==> config.mk <==
export PLATFORM = sky130hd
export DESIGN_NAME = chained_hash_table_core
export DESIGN_NICKNAME = d
export VERILOG_FILES = /design/src/design/cht_pkg.sv /design/src/design/cht_ctrl.sv /design/src/design/cht_dp.sv /design/src/design/chained_hash_table_core.sv
export VERILOG_INCLUDE_DIRS = /design/src /design/src/design
export SDC_FILE = /design/constraint.sdc
export NUM_CORES = 2
export LEC_CHECK = 0
export BUFFER_PORTS_ARGS = -buffer_cell sky130_fd_sc_hd__buf_2
export CORE_MARGIN = 2
export CORE_UTILIZATION = 55
export CTS_CLUSTER_SIZE = 14
export DETAILED_ROUTE_END_ITERATION = 8
export GPL_TIMING_DRIVEN = 1
export PLACE_DENSITY = 0.83
export SYNTH_ARGS = -nofsm -noshare
export SYNTH_HDL_FRONTEND = slang
export SYNTH_HIERARCHICAL = 1
export SYNTH_SLANG_ARGS = --single-unit
==> constraint.sdc <==
create_clock -name i_clk -period 6.9 [get_ports i_clk]
set_clock_uncertainty 0.1 [all_clocks]
set_input_delay 0.69 -clock i_clk [delete_from_list [all_inputs] [get_ports i_clk]]
set_output_delay 0.69 -clock i_clk [all_outputs]
set_load 0.02 [all_outputs]
==> src/design/chained_hash_table_core_defines.svh <==
// Assertion shorthands for the checked top module
`ifndef CHAINED_HASH_TABLE_CORE_DEFINES_SVH
`define CHAINED_HASH_TABLE_CORE_DEFINES_SVH

// Same-cycle implication, clocked on i_clk, idle during reset
`define CHT_ASSERT_NOW(label, ante, cons, msg) \
    label: assert property (@(posedge i_clk) disable iff (!i_rst_n) (ante) |-> (cons)) \
        else $error(msg);

// Next-cycle implication, clocked on i_clk, idle during reset
`define CHT_ASSERT_NEXT(label, ante, cons, msg) \
    label: assert property (@(posedge i_clk) disable iff (!i_rst_n) (ante) |=> (cons)) \
        else $error(msg);

`endif

==> src/design/cht_pkg.sv <==
package cht_pkg;

    localparam int NUM_BUCKETS  = 8;
    localparam int BUCKET_DEPTH = 8;
    localparam int MAX_RESULTS  = 64;
    localparam int TOTAL_SLOTS  = NUM_BUCKETS * BUCKET_DEPTH;

    localparam int KEY_W      = 32;
    localparam int SCORE_W    = 16;
    localparam int CMD_W      = 2;
    localparam int STATUS_W   = 2;
    localparam int CFG_IDX_W  = 4;
    localparam int CFG_DATA_W = 16;

    localparam int BKT_W  = $clog2(NUM_BUCKETS);
    localparam int BKTC_W = $clog2(NUM_BUCKETS + 1);
    localparam int SLOT_W = $clog2(BUCKET_DEPTH + 1);
    localparam int ADDR_W = (TOTAL_SLOTS > 1) ? $clog2(TOTAL_SLOTS) : 1;
    localparam int CNT_W  = $clog2(MAX_RESULTS + 1);

    localparam bit NB_POW2 = ((NUM_BUCKETS & (NUM_BUCKETS - 1)) == 0);

    // Bucket hash for a non power of two bucket count: one nibble per step
    localparam int HASH_DIG_W = 4;
    localparam int HASH_STEPS = KEY_W / HASH_DIG_W;
    localparam int HCNT_W     = $clog2(HASH_STEPS + 1);
    localparam int HREM_W     = BKTC_W + HASH_DIG_W;

    localparam logic [CMD_W-1:0] CMD_INSERT = CMD_W'(0);
    localparam logic [CMD_W-1:0] CMD_DELETE = CMD_W'(1);
    localparam logic [CMD_W-1:0] CMD_LOOKUP = CMD_W'(2);
    localparam logic [CMD_W-1:0] CMD_SCAN   = CMD_W'(3);

    localparam logic [STATUS_W-1:0] STATUS_OK        = STATUS_W'(0);
    localparam logic [STATUS_W-1:0] STATUS_NOT_FOUND = STATUS_W'(1);
    localparam logic [STATUS_W-1:0] STATUS_FULL      = STATUS_W'(2);

    localparam logic [CFG_IDX_W-1:0] CFG_MIN_SCORE = CFG_IDX_W'(0);
    localparam logic [CFG_IDX_W-1:0] CFG_MAX_SCORE = CFG_IDX_W'(1);

    localparam logic [SCORE_W-1:0] MIN_SCORE_RST = SCORE_W'(80);
    localparam logic [SCORE_W-1:0] MAX_SCORE_RST = SCORE_W'(90);

    typedef struct packed {
        logic [CMD_W-1:0]   cmd;
        logic [KEY_W-1:0]   key;
        logic [SCORE_W-1:0] score;
    } t_in_item;

    typedef struct packed {
        logic [STATUS_W-1:0] status;
        logic [KEY_W-1:0]    found_key;
        logic [SCORE_W-1:0]  found_score;
        logic                last;
    } t_out_item;

    typedef struct packed {
        logic [KEY_W-1:0]   key;
        logic [SCORE_W-1:0] score;
    } t_entry;

    typedef enum logic [3:0] {
        S_IDLE,
        S_HASH,
        S_INS,
        S_FIND_RD,
        S_FIND_CMP,
        S_MISS,
        S_SHIFT_RD,
        S_SHIFT_WR,
        S_SCAN_RD,
        S_SCAN_CMP,
        S_SCAN_END
    } t_state;

    typedef enum logic [2:0] {
        EM_OK,
        EM_FULL,
        EM_MISS,
        EM_RDATA,
        EM_PEND_MID,
        EM_PEND_LAST
    } t_emit_sel;

    typedef struct packed {
        logic      accept;
        logic      hash_step;
        logic      ins_write;
        logic      rd_slot;
        logic      rd_next;
        logic      shift_wr;
        logic      slot_inc;
        logic      bkt_next;
        logic      fill_dec;
        logic      pend_load;
        logic      emit;
        t_emit_sel emit_sel;
    } t_dp_cmd;

    typedef struct packed {
        logic [CMD_W-1:0] cmd;
        logic             hash_done;
        logic             slot_lt_fill;
        logic             next_lt_fill;
        logic             fill_full;
        logic             key_match;
        logic             score_in_range;
        logic             scan_done;
        logic             pend_valid;
        logic             cnt_last;
        logic             out_free;
    } t_dp_stat;

    // One hash step: remainder := (remainder * 16 + digit) mod NUM_BUCKETS
    function automatic logic [HREM_W-1:0] hash_step_fn(
        input logic [HREM_W-1:0]     rem,
        input logic [HASH_DIG_W-1:0] dig
    );
        logic [HREM_W-1:0] t;
        logic [HREM_W-1:0] sub;
        t = {rem[BKTC_W-1:0], dig};
        for (int k = HASH_DIG_W - 1; k >= 0; k--) begin
            sub = HREM_W'(NUM_BUCKETS) << k;
            if (t >= sub) begin
                t = t - sub;
            end
        end
        return t;
    endfunction

    function automatic logic [ADDR_W-1:0] slot_addr(
        input logic [BKT_W-1:0]  bkt,
        input logic [SLOT_W-1:0] slot
    );
        return ADDR_W'(bkt) * ADDR_W'(BUCKET_DEPTH) + ADDR_W'(slot);
    endfunction

endpackage

==> src/design/cht_ctrl.sv <==
module cht_ctrl import cht_pkg::*; (
    input  logic             i_clk,
    input  logic             i_rst_n,
    input  logic             i_in_valid,
    input  logic [CMD_W-1:0] i_in_cmd,
    output logic             o_in_ready,
    input  t_dp_stat         i_stat,
    output t_dp_cmd          o_cmd
);

    t_state r_state;
    t_state n_state;

    always_ff @(posedge i_clk) begin
        if (!i_rst_n) begin
            r_state <= S_IDLE;
        end else begin
            r_state <= n_state;
        end
    end

    always_comb begin
        n_state    = r_state;
        o_cmd      = '0;
        o_in_ready = (r_state == S_IDLE);
        case (r_state)
            S_IDLE: begin
                if (i_in_valid) begin
                    o_cmd.accept = 1'b1;
                    n_state      = (i_in_cmd == CMD_SCAN) ? S_SCAN_RD : S_HASH;
                end
            end
            S_HASH: begin
                if (i_stat.hash_done) begin
                    n_state = (i_stat.cmd == CMD_INSERT) ? S_INS : S_FIND_RD;
                end else begin
                    o_cmd.hash_step = 1'b1;
                end
            end
            S_INS: begin
                if (i_stat.out_free) begin
                    o_cmd.emit = 1'b1;
                    if (i_stat.fill_full) begin
                        o_cmd.emit_sel = EM_FULL;
                    end else begin
                        o_cmd.ins_write = 1'b1;
                        o_cmd.emit_sel  = EM_OK;
                    end
                    n_state = S_IDLE;
                end
            end
            S_FIND_RD: begin
                if (i_stat.slot_lt_fill) begin
                    o_cmd.rd_slot = 1'b1;
                    n_state       = S_FIND_CMP;
                end else begin
                    n_state = S_MISS;
                end
            end
            S_FIND_CMP: begin
                if (i_stat.key_match) begin
                    // hold the read data until the hit can be sent
                    if (i_stat.out_free) begin
                        o_cmd.emit     = 1'b1;
                        o_cmd.emit_sel = EM_RDATA;
                        n_state = (i_stat.cmd == CMD_DELETE) ? S_SHIFT_RD : S_IDLE;
                    end
                end else begin
                    o_cmd.slot_inc = 1'b1;
                    n_state        = S_FIND_RD;
                end
            end
            S_MISS: begin
                if (i_stat.out_free) begin
                    o_cmd.emit     = 1'b1;
                    o_cmd.emit_sel = EM_MISS;
                    n_state        = S_IDLE;
                end
            end
            S_SHIFT_RD: begin
                if (i_stat.next_lt_fill) begin
                    o_cmd.rd_next = 1'b1;
                    n_state       = S_SHIFT_WR;
                end else begin
                    o_cmd.fill_dec = 1'b1;
                    n_state        = S_IDLE;
                end
            end
            S_SHIFT_WR: begin
                o_cmd.shift_wr = 1'b1;
                o_cmd.slot_inc = 1'b1;
                n_state        = S_SHIFT_RD;
            end
            S_SCAN_RD: begin
                if (i_stat.scan_done) begin
                    n_state = S_SCAN_END;
                end else if (i_stat.slot_lt_fill) begin
                    o_cmd.rd_slot = 1'b1;
                    n_state       = S_SCAN_CMP;
                end else begin
                    o_cmd.bkt_next = 1'b1;
                end
            end
            S_SCAN_CMP: begin
                if (i_stat.score_in_range) begin
                    // a held match goes out as not last only once a later one proves it is not last
                    if (!i_stat.pend_valid || i_stat.out_free) begin
                        if (i_stat.pend_valid) begin
                            o_cmd.emit     = 1'b1;
                            o_cmd.emit_sel = EM_PEND_MID;
                        end
                        o_cmd.pend_load = 1'b1;
                        if (i_stat.cnt_last) begin
                            n_state = S_SCAN_END;
                        end else begin
                            o_cmd.slot_inc = 1'b1;
                            n_state        = S_SCAN_RD;
                        end
                    end
                end else begin
                    o_cmd.slot_inc = 1'b1;
                    n_state        = S_SCAN_RD;
                end
            end
            S_SCAN_END: begin
                if (i_stat.out_free) begin
                    o_cmd.emit     = 1'b1;
                    o_cmd.emit_sel = i_stat.pend_valid ? EM_PEND_LAST : EM_MISS;
                    n_state        = S_IDLE;
                end
            end
            default: begin
                n_state = S_IDLE;
            end
        endcase
    end

endmodule

==> src/design/cht_dp.sv <==
module cht_dp import cht_pkg::*; (
    input  logic                  i_clk,
    input  logic                  i_rst_n,
    input  t_in_item              i_in,
    input  t_dp_cmd               i_cmd,
    output t_dp_stat              o_stat,
    input  logic                  i_cfg_valid,
    output logic                  o_cfg_ready,
    input  logic [CFG_IDX_W-1:0]  i_cfg_index,
    input  logic [CFG_DATA_W-1:0] i_cfg_data,
    output logic                  o_out_valid,
    input  logic                  i_out_ready,
    output t_out_item             o_out
);

    t_entry r_mem [TOTAL_SLOTS];
    t_entry r_rdata;

    logic [SLOT_W-1:0] r_fill [NUM_BUCKETS];

    logic [CMD_W-1:0]      r_cmd;
    logic [KEY_W-1:0]      r_key;
    logic [SCORE_W-1:0]    r_score;
    logic [BKTC_W-1:0]     r_bkt;
    logic [SLOT_W-1:0]     r_slot;
    logic [CNT_W-1:0]      r_cnt;
    logic                  r_pend_valid;
    t_entry                r_pend;
    logic [SCORE_W-1:0]    r_min;
    logic [SCORE_W-1:0]    r_max;
    logic [KEY_W-1:0]      r_hkey;
    logic [HREM_W-1:0]     r_hrem;
    logic [HCNT_W-1:0]     r_hcnt;
    logic                  r_out_valid;
    t_out_item             r_out;

    logic [BKT_W-1:0]  bkt_idx;
    logic [SLOT_W-1:0] fill_cur;
    logic [SLOT_W-1:0] slot_next;
    logic [SLOT_W-1:0] rd_slot;
    logic [SLOT_W-1:0] wr_slot;
    logic [ADDR_W-1:0] rd_addr;
    logic [ADDR_W-1:0] wr_addr;
    logic              mem_wr;
    t_entry            wr_data;
    logic [HREM_W-1:0] hrem_next;
    logic              out_free;
    t_out_item         n_out;

    assign bkt_idx   = r_bkt[BKT_W-1:0];
    assign fill_cur  = r_fill[bkt_idx];
    assign slot_next = r_slot + SLOT_W'(1);
    assign rd_slot   = i_cmd.rd_next ? slot_next : r_slot;
    assign wr_slot   = i_cmd.ins_write ? fill_cur : r_slot;
    assign rd_addr   = slot_addr(bkt_idx, rd_slot);
    assign wr_addr   = slot_addr(bkt_idx, wr_slot);
    assign mem_wr    = i_cmd.ins_write || i_cmd.shift_wr;
    assign wr_data   = i_cmd.ins_write ? t_entry'{key: r_key, score: r_score} : r_rdata;
    assign hrem_next = hash_step_fn(r_hrem, r_hkey[KEY_W-1 -: HASH_DIG_W]);
    assign out_free  = !r_out_valid || i_out_ready;

    assign o_cfg_ready = 1'b1;
    assign o_out_valid = r_out_valid;
    assign o_out       = r_out;

    always_comb begin
        o_stat.cmd            = r_cmd;
        o_stat.hash_done      = NB_POW2 || (r_hcnt == HCNT_W'(HASH_STEPS));
        o_stat.slot_lt_fill   = (r_slot < fill_cur);
        o_stat.next_lt_fill   = ({1'b0, r_slot} + (SLOT_W+1)'(1)) < {1'b0, fill_cur};
        o_stat.fill_full      = (fill_cur >= SLOT_W'(BUCKET_DEPTH));
        o_stat.key_match      = (r_rdata.key == r_key);
        o_stat.score_in_range = (r_rdata.score >= r_min) && (r_rdata.score <= r_max);
        o_stat.scan_done      = (r_bkt == BKTC_W'(NUM_BUCKETS));
        o_stat.pend_valid     = r_pend_valid;
        o_stat.cnt_last       = (r_cnt == CNT_W'(MAX_RESULTS - 1));
        o_stat.out_free       = out_free;
    end

    always_ff @(posedge i_clk) begin
        if (mem_wr) begin
            r_mem[wr_addr] <= wr_data;
        end
        if (i_cmd.rd_slot || i_cmd.rd_next) begin
            r_rdata <= r_mem[rd_addr];
        end
    end

    always_ff @(posedge i_clk) begin
        if (!i_rst_n) begin
            for (int b = 0; b < NUM_BUCKETS; b++) begin
                r_fill[b] <= '0;
            end
        end else if (i_cmd.ins_write) begin
            r_fill[bkt_idx] <= fill_cur + SLOT_W'(1);
        end else if (i_cmd.fill_dec) begin
            r_fill[bkt_idx] <= fill_cur - SLOT_W'(1);
        end
    end

    always_ff @(posedge i_clk) begin
        if (!i_rst_n) begin
            r_min <= MIN_SCORE_RST;
            r_max <= MAX_SCORE_RST;
        end else if (i_cfg_valid) begin
            case (i_cfg_index)
                CFG_MIN_SCORE: r_min <= i_cfg_data;
                CFG_MAX_SCORE: r_max <= i_cfg_data;
                default: ;
            endcase
        end
    end

    // Command, bucket and slot walk
    always_ff @(posedge i_clk) begin
        if (i_cmd.accept) begin
            r_cmd   <= i_in.cmd;
            r_key   <= i_in.key;
            r_score <= i_in.score;
            r_hkey  <= i_in.key;
            r_hrem  <= '0;
            r_hcnt  <= '0;
            r_slot  <= '0;
            r_cnt   <= '0;
            if (i_in.cmd == CMD_SCAN) begin
                r_bkt <= '0;
            end else if (NB_POW2) begin
                r_bkt <= BKTC_W'(i_in.key[BKT_W-1:0]);
            end else begin
                r_bkt <= '0;
            end
        end else begin
            if (i_cmd.hash_step) begin
                r_hrem <= hrem_next;
                r_hkey <= r_hkey << HASH_DIG_W;
                r_hcnt <= r_hcnt + HCNT_W'(1);
                if (r_hcnt == HCNT_W'(HASH_STEPS - 1)) begin
                    r_bkt <= hrem_next[BKTC_W-1:0];
                end
            end
            if (i_cmd.bkt_next) begin
                r_bkt  <= r_bkt + BKTC_W'(1);
                r_slot <= '0;
            end else if (i_cmd.slot_inc) begin
                r_slot <= slot_next;
            end
            if (i_cmd.pend_load) begin
                r_pend <= r_rdata;
                r_cnt  <= r_cnt + CNT_W'(1);
            end
        end
    end

    always_ff @(posedge i_clk) begin
        if (!i_rst_n) begin
            r_pend_valid <= 1'b0;
        end else if (i_cmd.accept) begin
            r_pend_valid <= 1'b0;
        end else if (i_cmd.pend_load) begin
            r_pend_valid <= 1'b1;
        end
    end

    always_comb begin
        n_out = '{status: STATUS_OK, found_key: '0, found_score: '0, last: 1'b1};
        case (i_cmd.emit_sel)
            EM_OK: ;
            EM_FULL: n_out.status = STATUS_FULL;
            EM_MISS: n_out.status = STATUS_NOT_FOUND;
            EM_RDATA: begin
                n_out.found_key   = r_rdata.key;
                n_out.found_score = r_rdata.score;
            end
            EM_PEND_MID: begin
                n_out.found_key   = r_pend.key;
                n_out.found_score = r_pend.score;
                n_out.last        = 1'b0;
            end
            EM_PEND_LAST: begin
                n_out.found_key   = r_pend.key;
                n_out.found_score = r_pend.score;
            end
            default: ;
        endcase
    end

    always_ff @(posedge i_clk) begin
        if (!i_rst_n) begin
            r_out_valid <= 1'b0;
        end else if (i_cmd.emit) begin
            r_out_valid <= 1'b1;
        end else if (i_out_ready) begin
            r_out_valid <= 1'b0;
        end
    end

    always_ff @(posedge i_clk) begin
        if (i_cmd.emit) begin
            r_out <= n_out;
        end
    end

endmodule

==> src/design/chained_hash_table_core.sv <==
// Key/score table with separate chaining: an entry lives in bucket (key mod NUM_BUCKETS),
// up to BUCKET_DEPTH entries per bucket in insertion order, all held in one single-port
// table memory whose read data is registered. Commands are taken one at a time; the input
// is ready only while the controller is idle, and a finished result waits in an output
// register so the next command can start before it is taken. Insert writes the new entry
// at the end of its bucket or reports the bucket full; lookup and delete read the slots of
// the bucket in turn up to the hit or a miss, and a delete hit then moves each later entry
// down one slot and closes the bucket; a range scan reads the buckets in turn and stops
// early after MAX_RESULTS hits, and its results go out as the consumer allows.
// A result that finds the output register still full stalls the walk until it is taken.
// With a bucket count that is not a power of two the bucket index is worked out a nibble
// per cycle for insert, delete and lookup. Bucket fill counts are reset directly, so no
// clearing pass is needed after reset.
`include "chained_hash_table_core_defines.svh"

module chained_hash_table_core import cht_pkg::*; (
    input  logic                  i_clk,
    input  logic                  i_rst_n,
    input  logic                  i_in_valid,
    output logic                  o_in_ready,
    input  t_in_item              i_in,
    output logic                  o_out_valid,
    input  logic                  i_out_ready,
    output t_out_item             o_out,
    input  logic                  i_cfg_valid,
    output logic                  o_cfg_ready,
    input  logic [CFG_IDX_W-1:0]  i_cfg_index,
    input  logic [CFG_DATA_W-1:0] i_cfg_data
);

    t_dp_cmd  dp_cmd;
    t_dp_stat dp_stat;

    cht_ctrl u_ctrl (
        .i_clk      (i_clk),
        .i_rst_n    (i_rst_n),
        .i_in_valid (i_in_valid),
        .i_in_cmd   (i_in.cmd),
        .o_in_ready (o_in_ready),
        .i_stat     (dp_stat),
        .o_cmd      (dp_cmd)
    );

    cht_dp u_dp (
        .i_clk       (i_clk),
        .i_rst_n     (i_rst_n),
        .i_in        (i_in),
        .i_cmd       (dp_cmd),
        .o_stat      (dp_stat),
        .i_cfg_valid (i_cfg_valid),
        .o_cfg_ready (o_cfg_ready),
        .i_cfg_index (i_cfg_index),
        .i_cfg_data  (i_cfg_data),
        .o_out_valid (o_out_valid),
        .i_out_ready (i_out_ready),
        .o_out       (o_out)
    );

    `CHT_ASSERT_NOW(a_emit_into_free, dp_cmd.emit, !o_out_valid || i_out_ready, "result overwritten")
    `CHT_ASSERT_NOW(a_idle_no_emit, o_in_ready, !dp_cmd.emit && !dp_cmd.ins_write, "idle activity")
    `CHT_ASSERT_NEXT(a_busy_after_accept, i_in_valid && o_in_ready, !o_in_ready, "ready after accept")
    `CHT_ASSERT_NOW(a_one_write, dp_cmd.ins_write, !dp_cmd.shift_wr && !dp_cmd.fill_dec, "write clash")

endmodule
== Word-level counts from Yosys, hierarchy flattened ==
Memory sizes are Yosys's and may differ from the RTL's. A register that Yosys moved wholly into a read port is not among the register bits.
Cells that the tools add are included.

* $add $sub $neg: 8
* Order comparisons: 5
* Eq/ne operators: 26
* Mux-type cells: 74
* Bitwise logic cells: 3
* Reduce and logical (&&, ||, !) cells: 21

{| class="wikitable"
|+ Operator list
! operator !! count
|-
| case mux 48 bit (2 select lines) || 1
|-
| 2-to-1 mux 4 bit || 21
|-
| 2-to-1 mux 48 bit || 1
|-
| 2-to-1 mux 1 bit || 37
|-
| case mux 4 bit (9 select lines) || 1
|-
| equality test 32 bit || 1
|-
| case mux 4 bit (5 select lines) || 1
|-
| 2-to-1 mux 3 bit || 6
|-
| equality test 4 x 3 -> 1 bit, second input constant || 4
|-
| equality test 4 bit, second input constant || 4
|-
| greater-or-equal comparator 16 bit || 1
|-
| less-or-equal comparator 16 bit || 1
|-
| adder 4 x 1 -> 4 bit, second input constant || 3
|-
| adder 6 x 4 -> 6 bit || 2
|-
| 2-to-1 mux 5 bit || 2
|-
| equality test 4 x 1 -> 1 bit, second input constant || 2
|-
| equality test 4 x 2 -> 1 bit, second input constant || 2
|-
| zero test 4 bit || 2
|-
| adder 7 x 1 -> 7 bit, second input constant || 1
|-
| equality test 7 x 6 -> 1 bit, second input constant || 1
|-
| equality test 3 x 2 -> 1 bit, second input constant || 2
|-
| equality test 3 bit, second input constant || 2
|-
| inequality test 3 x 2 -> 1 bit, second input constant || 2
|-
| AND reduction 2 bit || 3
|-
| other kinds (26) || 34
|}

* Flip-flop bits (word level): 202
* Bits in writable memories: 3104
* Bits of input ports: 75
* Output and inout port bits: 54
* Word-level logic and storage cells: 156
* Memories kept: 2

{| class="wikitable"
|+ Memory list
! name !! depth !! bits a word !! read ports !! clocked after Yosys merged registers in !! write ports !! line !! source
|-
| u_dp.r_mem || 64 || 48 || 1 || 1 || 1 || cht_dp.sv:16 || <nowiki>t_entry r_mem [TOTAL_SLOTS];</nowiki>
|-
| u_dp.r_fill || 8 || 4 || 1 || 1 || 8 || cht_dp.sv:19 || <nowiki>logic [SLOT_W-1:0] r_fill [NUM_BUCKETS];</nowiki>
|}

== Depth between registers and ports, before layout ==
* Word-level depth: 11
* Mapped depth: 27
* Gate-level depth less buffers: 17

== Hierarchy ==
Netlist, hierarchy kept.

{| class="wikitable"
|+ By module, submodules not included
! module !! instances !! cells an instance !! area an instance (um^2) !! sequential area each (um^2)
|-
| cht_dp || 1 || 10574 || 163835.9 || 101327.2
|-
| cht_ctrl || 1 || 87 || 615.6 || 80.1
|}

== Worst setup path after synthesis ==
Ideal clock, no wire load.

* Path kind: reg2reg
* From: register (tool-made name)
* To: memory u_dp/r_mem[22][0] in the netlist's numbering, enable pin
* Setup time: 0.454 ns
* Arrival: 5.706 ns
* Required time: 6.346 ns
* Slack: 0.640 ns
* Stages on the path, launching flop included: 16
* Clock period less this slack: 6.260 ns
* Cells stage by stage: dfxtp_1 > buf_6 > mux4_1 > mux2i_2 > inv_1 > nor4b_1 > clkbuf_1 > clkbuf_1 > clkbuf_1 > a21oi_1 > ha_1 > ha_1 > nor2b_1 > nor2b_1 > nand2_1 > nor2_1

{| class="wikitable"
|+ RTL lines
! element !! line
|-
| end: declaration || cht_dp.sv:16
|}

==> impl_metrics.csv <==
group,metric,value,unit
cells_and_area,nets,10877,
global_routing,grt_pass1_vias,104783,
floorplanning,die_width,551,um
cts,max_clock_buf_depth,4,
yosys,synthCells,10661,
setup_path,ff2ff_setup_slack,0.14,ns
floorplanning,rows,200,
yosys,post_synth_xor_area_fraction,0.00292,
timing,max-slew-margin-rel,0.0626,
routing,drt_pass1_iterations,9,
timing,post-route-min-period,6.76,ns
pwr,design_power,58.4,mW
floorplanning,dieHeight,551,um
global_routing,grt_total_usage,0.302,
routing,vias,103434,
global_routing,first_pass_grt_wire_length,680,mm
routing,drtAntennaViolNets,0,
cts,cts-buffers-inserted,343,
yosys,synth_enable_flop_cells,3337,
cts,clock_sinks,3397,
place,routabilityCongestion,0.854,
yosys,synth.cell_area,0.164,mm2
yosys,syn-mean-instance-area,15.4,um2
global_routing,grt_antenna_before_repair,34,
setup_path,crit_arrival,7.28,ns
cells_and_area,final-seq-area,0.101,mm2
yosys,synth_top_family_by_area,"multiplexers",
setup_path,worst_path_max_delay_cell,"sky130_fd_sc_hd__a22oi_1",
timing,worst-slew-pin-transition,1.41,ns
routing,drt-initial-drc-count,14328,
timing,final-max-slew-violation-count,0,
cts,cts_tree,"done",
global_routing,grt_max_degree,142,
timing,timing.final.setup_violations,0,
cts,ctsHtreeMaxLevel,5,
cts,clock_edge_transition_at_the_registers_on_the_reported_setup_and_hold_paths,0.06,ns
routing,wl_per_cell,31.6,um
floorplanning,pin_count,129,
setup_path,startpoint_type,"register",
place,quantity_of_i_o_buffers_inserted_on_ports,127,
yosys,synth_fa_ha_area_frac,0.00400,
cts,clk_latency,0.94,ns
timing,portion_of_the_clock_cycle_consumed_by_the_worst_path_in_the_final_layout,0.980,
job,maxCapViolCount,0,
pwr,ir_worst_vdd,0.333,mV
yosys,synth_seq_cells,3397,
cts,cts_root_buffer,"sky130_fd_sc_hd__clkbuf_16",
status,outcome,"completed",
yosys,yosys-mux-area-fraction,0.288,
timing,finalHoldViolations,0,
cells_and_area,footprint_of_the_multi_input_gates,0.0600,mm2
cells_and_area,layout.cells.most_common,"sky130_fd_sc_hd__mux2i_1",
cells_and_area,syn_to_final_growth,10.8,%
yosys,synthSimpleGateAreaFrac,0.0185,
setup_path,cpPeakStageDelay,0.96,ns
routing,routed_wl,473,mm
yosys,synth_warnings,6,
yosys,synth.lib_cells_used.distinct,76,
timing,fmax,148,MHz
floorplanning,design.core.area,0.297,mm2
yosys,fraction_of_the_mapped_netlist_area_in_compound_gates,0.0476,
setup_path,critical_path_peak_fanout,98,
cells_and_area,layout.cells.most_common_list,"sky130_fd_sc_hd__mux2i_1 (4619), sky130_fd_sc_hd__edfxtp_1 (3337), sky130_fd_sc_hd__a22oi_1 (856)",
timing,rsz0062_at_grt,"false",
yosys,async_reset_ff_frac,0,
setup_path,critical_path.endpoint_type,"register",
min_path,worst_hold_path_type,"in -> reg",
place,dpl.hpwl,261,mm
yosys,synth_ff_type,"sky130_fd_sc_hd__edfxtp_1",
setup_path,data_required_time_at_the_worst_endpoint,7.42,ns
setup_path,critical_path.cell_chain,"mux4_1 -> mux2i_2 -> ha_1 -> a21o_1 -> a31oi_1 -> inv_1 -> nor3_2 -> buf_12 -> buf_12 -> buf_16 -> mux2i_1 -> a22oi_1 -> nand4_1 -> a22oi_1 -> nand2_1",
floorplanning,die_area,0.303,mm2
floorplanning,initial_utilization,0.553,
cells_and_area,drive_gt1_frac,0.0993,
pwr,power-per-cell-area,321,mW/mm2
global_routing,overflow,0,
routing,detail_route.vias_per_cell,6.91,
pwr,power_leakage,50.9,nW
cells_and_area,fillers,20583,
setup_path,timing_worst_setup_path_type,"reg -> reg",
timing,hold-worst-slack,0.245,ns
yosys,sequential_element_share_of_the_synthesized_area,0.617,
routing,drc_errors,0,
-- logic make-up (layout without fill, tap and decap cells) --
logic type | Yosys count | after routing
muxes | 4708 | 4708
other | 1 | 14
xor gates and xnor gates | 54 | 54
buffers and inverters | 804 | 1157
AOI/OAI and AO/OA | 1043 | 1043
DFF | 3397 | 3397
adders and majority gates | 52 | 52
and+or+nand+nor | 602 | 602
-- final cells by class --
cell class | count | share of cell area
Multi-Input combinational cell | 6461 | 0.330
Timing Repair Buffer | 498 | 0.0262
Clock buffer | 423 | 0.0495
Clock inverter | 187 | 0.00973
Tap cell | 3939 | 0.0271
Antenna cell | 12 | 0.000165
Sequential cell | 3397 | 0.557
Inverter | 49 | 0.00101
-- Yosys cell counts (13+ instances only) --
cell	instances	area share
sky130_fd_sc_hd__a21boi_0	29	0.0013
sky130_fd_sc_hd__edfxtp_1	3337	0.61
sky130_fd_sc_hd__nand4_1	205	0.0078
sky130_fd_sc_hd__nor2_1	143	0.0033
sky130_fd_sc_hd__inv_1	49	0.0011
sky130_fd_sc_hd__xor2_1	44	0.0023
sky130_fd_sc_hd__o21ai_0	14	0.00043
sky130_fd_sc_hd__buf_1	43	0.00098
sky130_fd_sc_hd__a21o_1	13	0.00059
sky130_fd_sc_hd__nand2_1	159	0.0036
sky130_fd_sc_hd__nor3_1	16	0.00049
sky130_fd_sc_hd__a21oi_1	24	0.00073
sky130_fd_sc_hd__a22oi_1	866	0.040
sky130_fd_sc_hd__clkbuf_1	189	0.0043
sky130_fd_sc_hd__buf_2	517	0.016
sky130_fd_sc_hd__mux2_2	77	0.0053
sky130_fd_sc_hd__nand3_1	13	0.00040
sky130_fd_sc_hd__mux2i_1	4620	0.28
sky130_fd_sc_hd__ha_1	51	0.0039
sky130_fd_sc_hd__dfxtp_1	60	0.0073
sky130_fd_sc_hd__a22o_1	48	0.0026
-- per-layer routing --
metal  routed length [um]  share of wire  GRT usage
met3                56500           0.12     0.0728
met1               168000           0.36      0.379
met4                26400          0.056      0.161
met2               222000           0.47      0.487
met5                  179        0.00038          0
-- final timing paths --
check,from,endpoint,depth (start not counted)
worst max-delay path,register,u_dp/r_rdata[44],15
worst min-delay path,i_cfg_index[3],u_dp/r_min[9],5
worst min register to register,u_dp/r_min[2],u_dp/r_min[2],2
worst max register to register,register,u_dp/r_rdata[44],15
-- state kept, by name, indices dropped and copies added, names as in the netlist, 4 cells and up, named ones only --
name,count
u_ctrl/r_state,4
u_dp/o_out,51
u_dp/r_bkt,4
u_dp/r_cnt,7
u_dp/r_fill,32
u_dp/r_hcnt,4
u_dp/r_hkey,32
u_dp/r_hrem,4
u_dp/r_key,32
u_dp/r_max,16
u_dp/r_mem,3072
u_dp/r_min,16
u_dp/r_pend,48
u_dp/r_rdata,48
u_dp/r_score,16
u_dp/r_slot,4
-- metrics by stage --
stage / instances / setup TNS (ns) / cell area [um2] / utilization / worst slack (ns)
finish: 14966 / 0 / 182000 / 0.613 / 0.136
global route: 14960 / 0 / 182000 / 0.613 / 0.0214
CTS: 14954 / 0 / 182000 / 0.612 / 0.0327
detailed placement: 14278 / -0.230 / 171000 / 0.574 / -0.158
global placement: 14278 / -0.0205 / 171000 / 0.574 / -0.0205
floorplan: 10662 / 0 / 164000 / - / 0.640
-- critical path, delay by kind of cell (launching register included) --
kind	cells	cell delay, ns
mux	3	1.24
flops	1	0.63
fa+ha+maj	1	0.32
compound gates	4	1.71
simple gates	3	0.71
buf+inv	4	1.49
-- power by group --
part | internal [mW] | leakage, nW | switching [mW]
clock network | 10.4 | 5.25 | 7.81
logic | 4.75 | 15.1 | 9.73
registers | 25.1 | 30.6 | 0.580
-- timing repair --
item / 4_1_cts / 5_1_grt
setup buffers: 0 / 0
hold endpoints to repair: 82 / 0
gates resized for setup: 3 / 12
pin swaps: 0 / 1
hold buffers: 66 / 0
endpoints found under the setup margin: 3 / 23
Note: power is estimated with default switching activity, not from simulation.
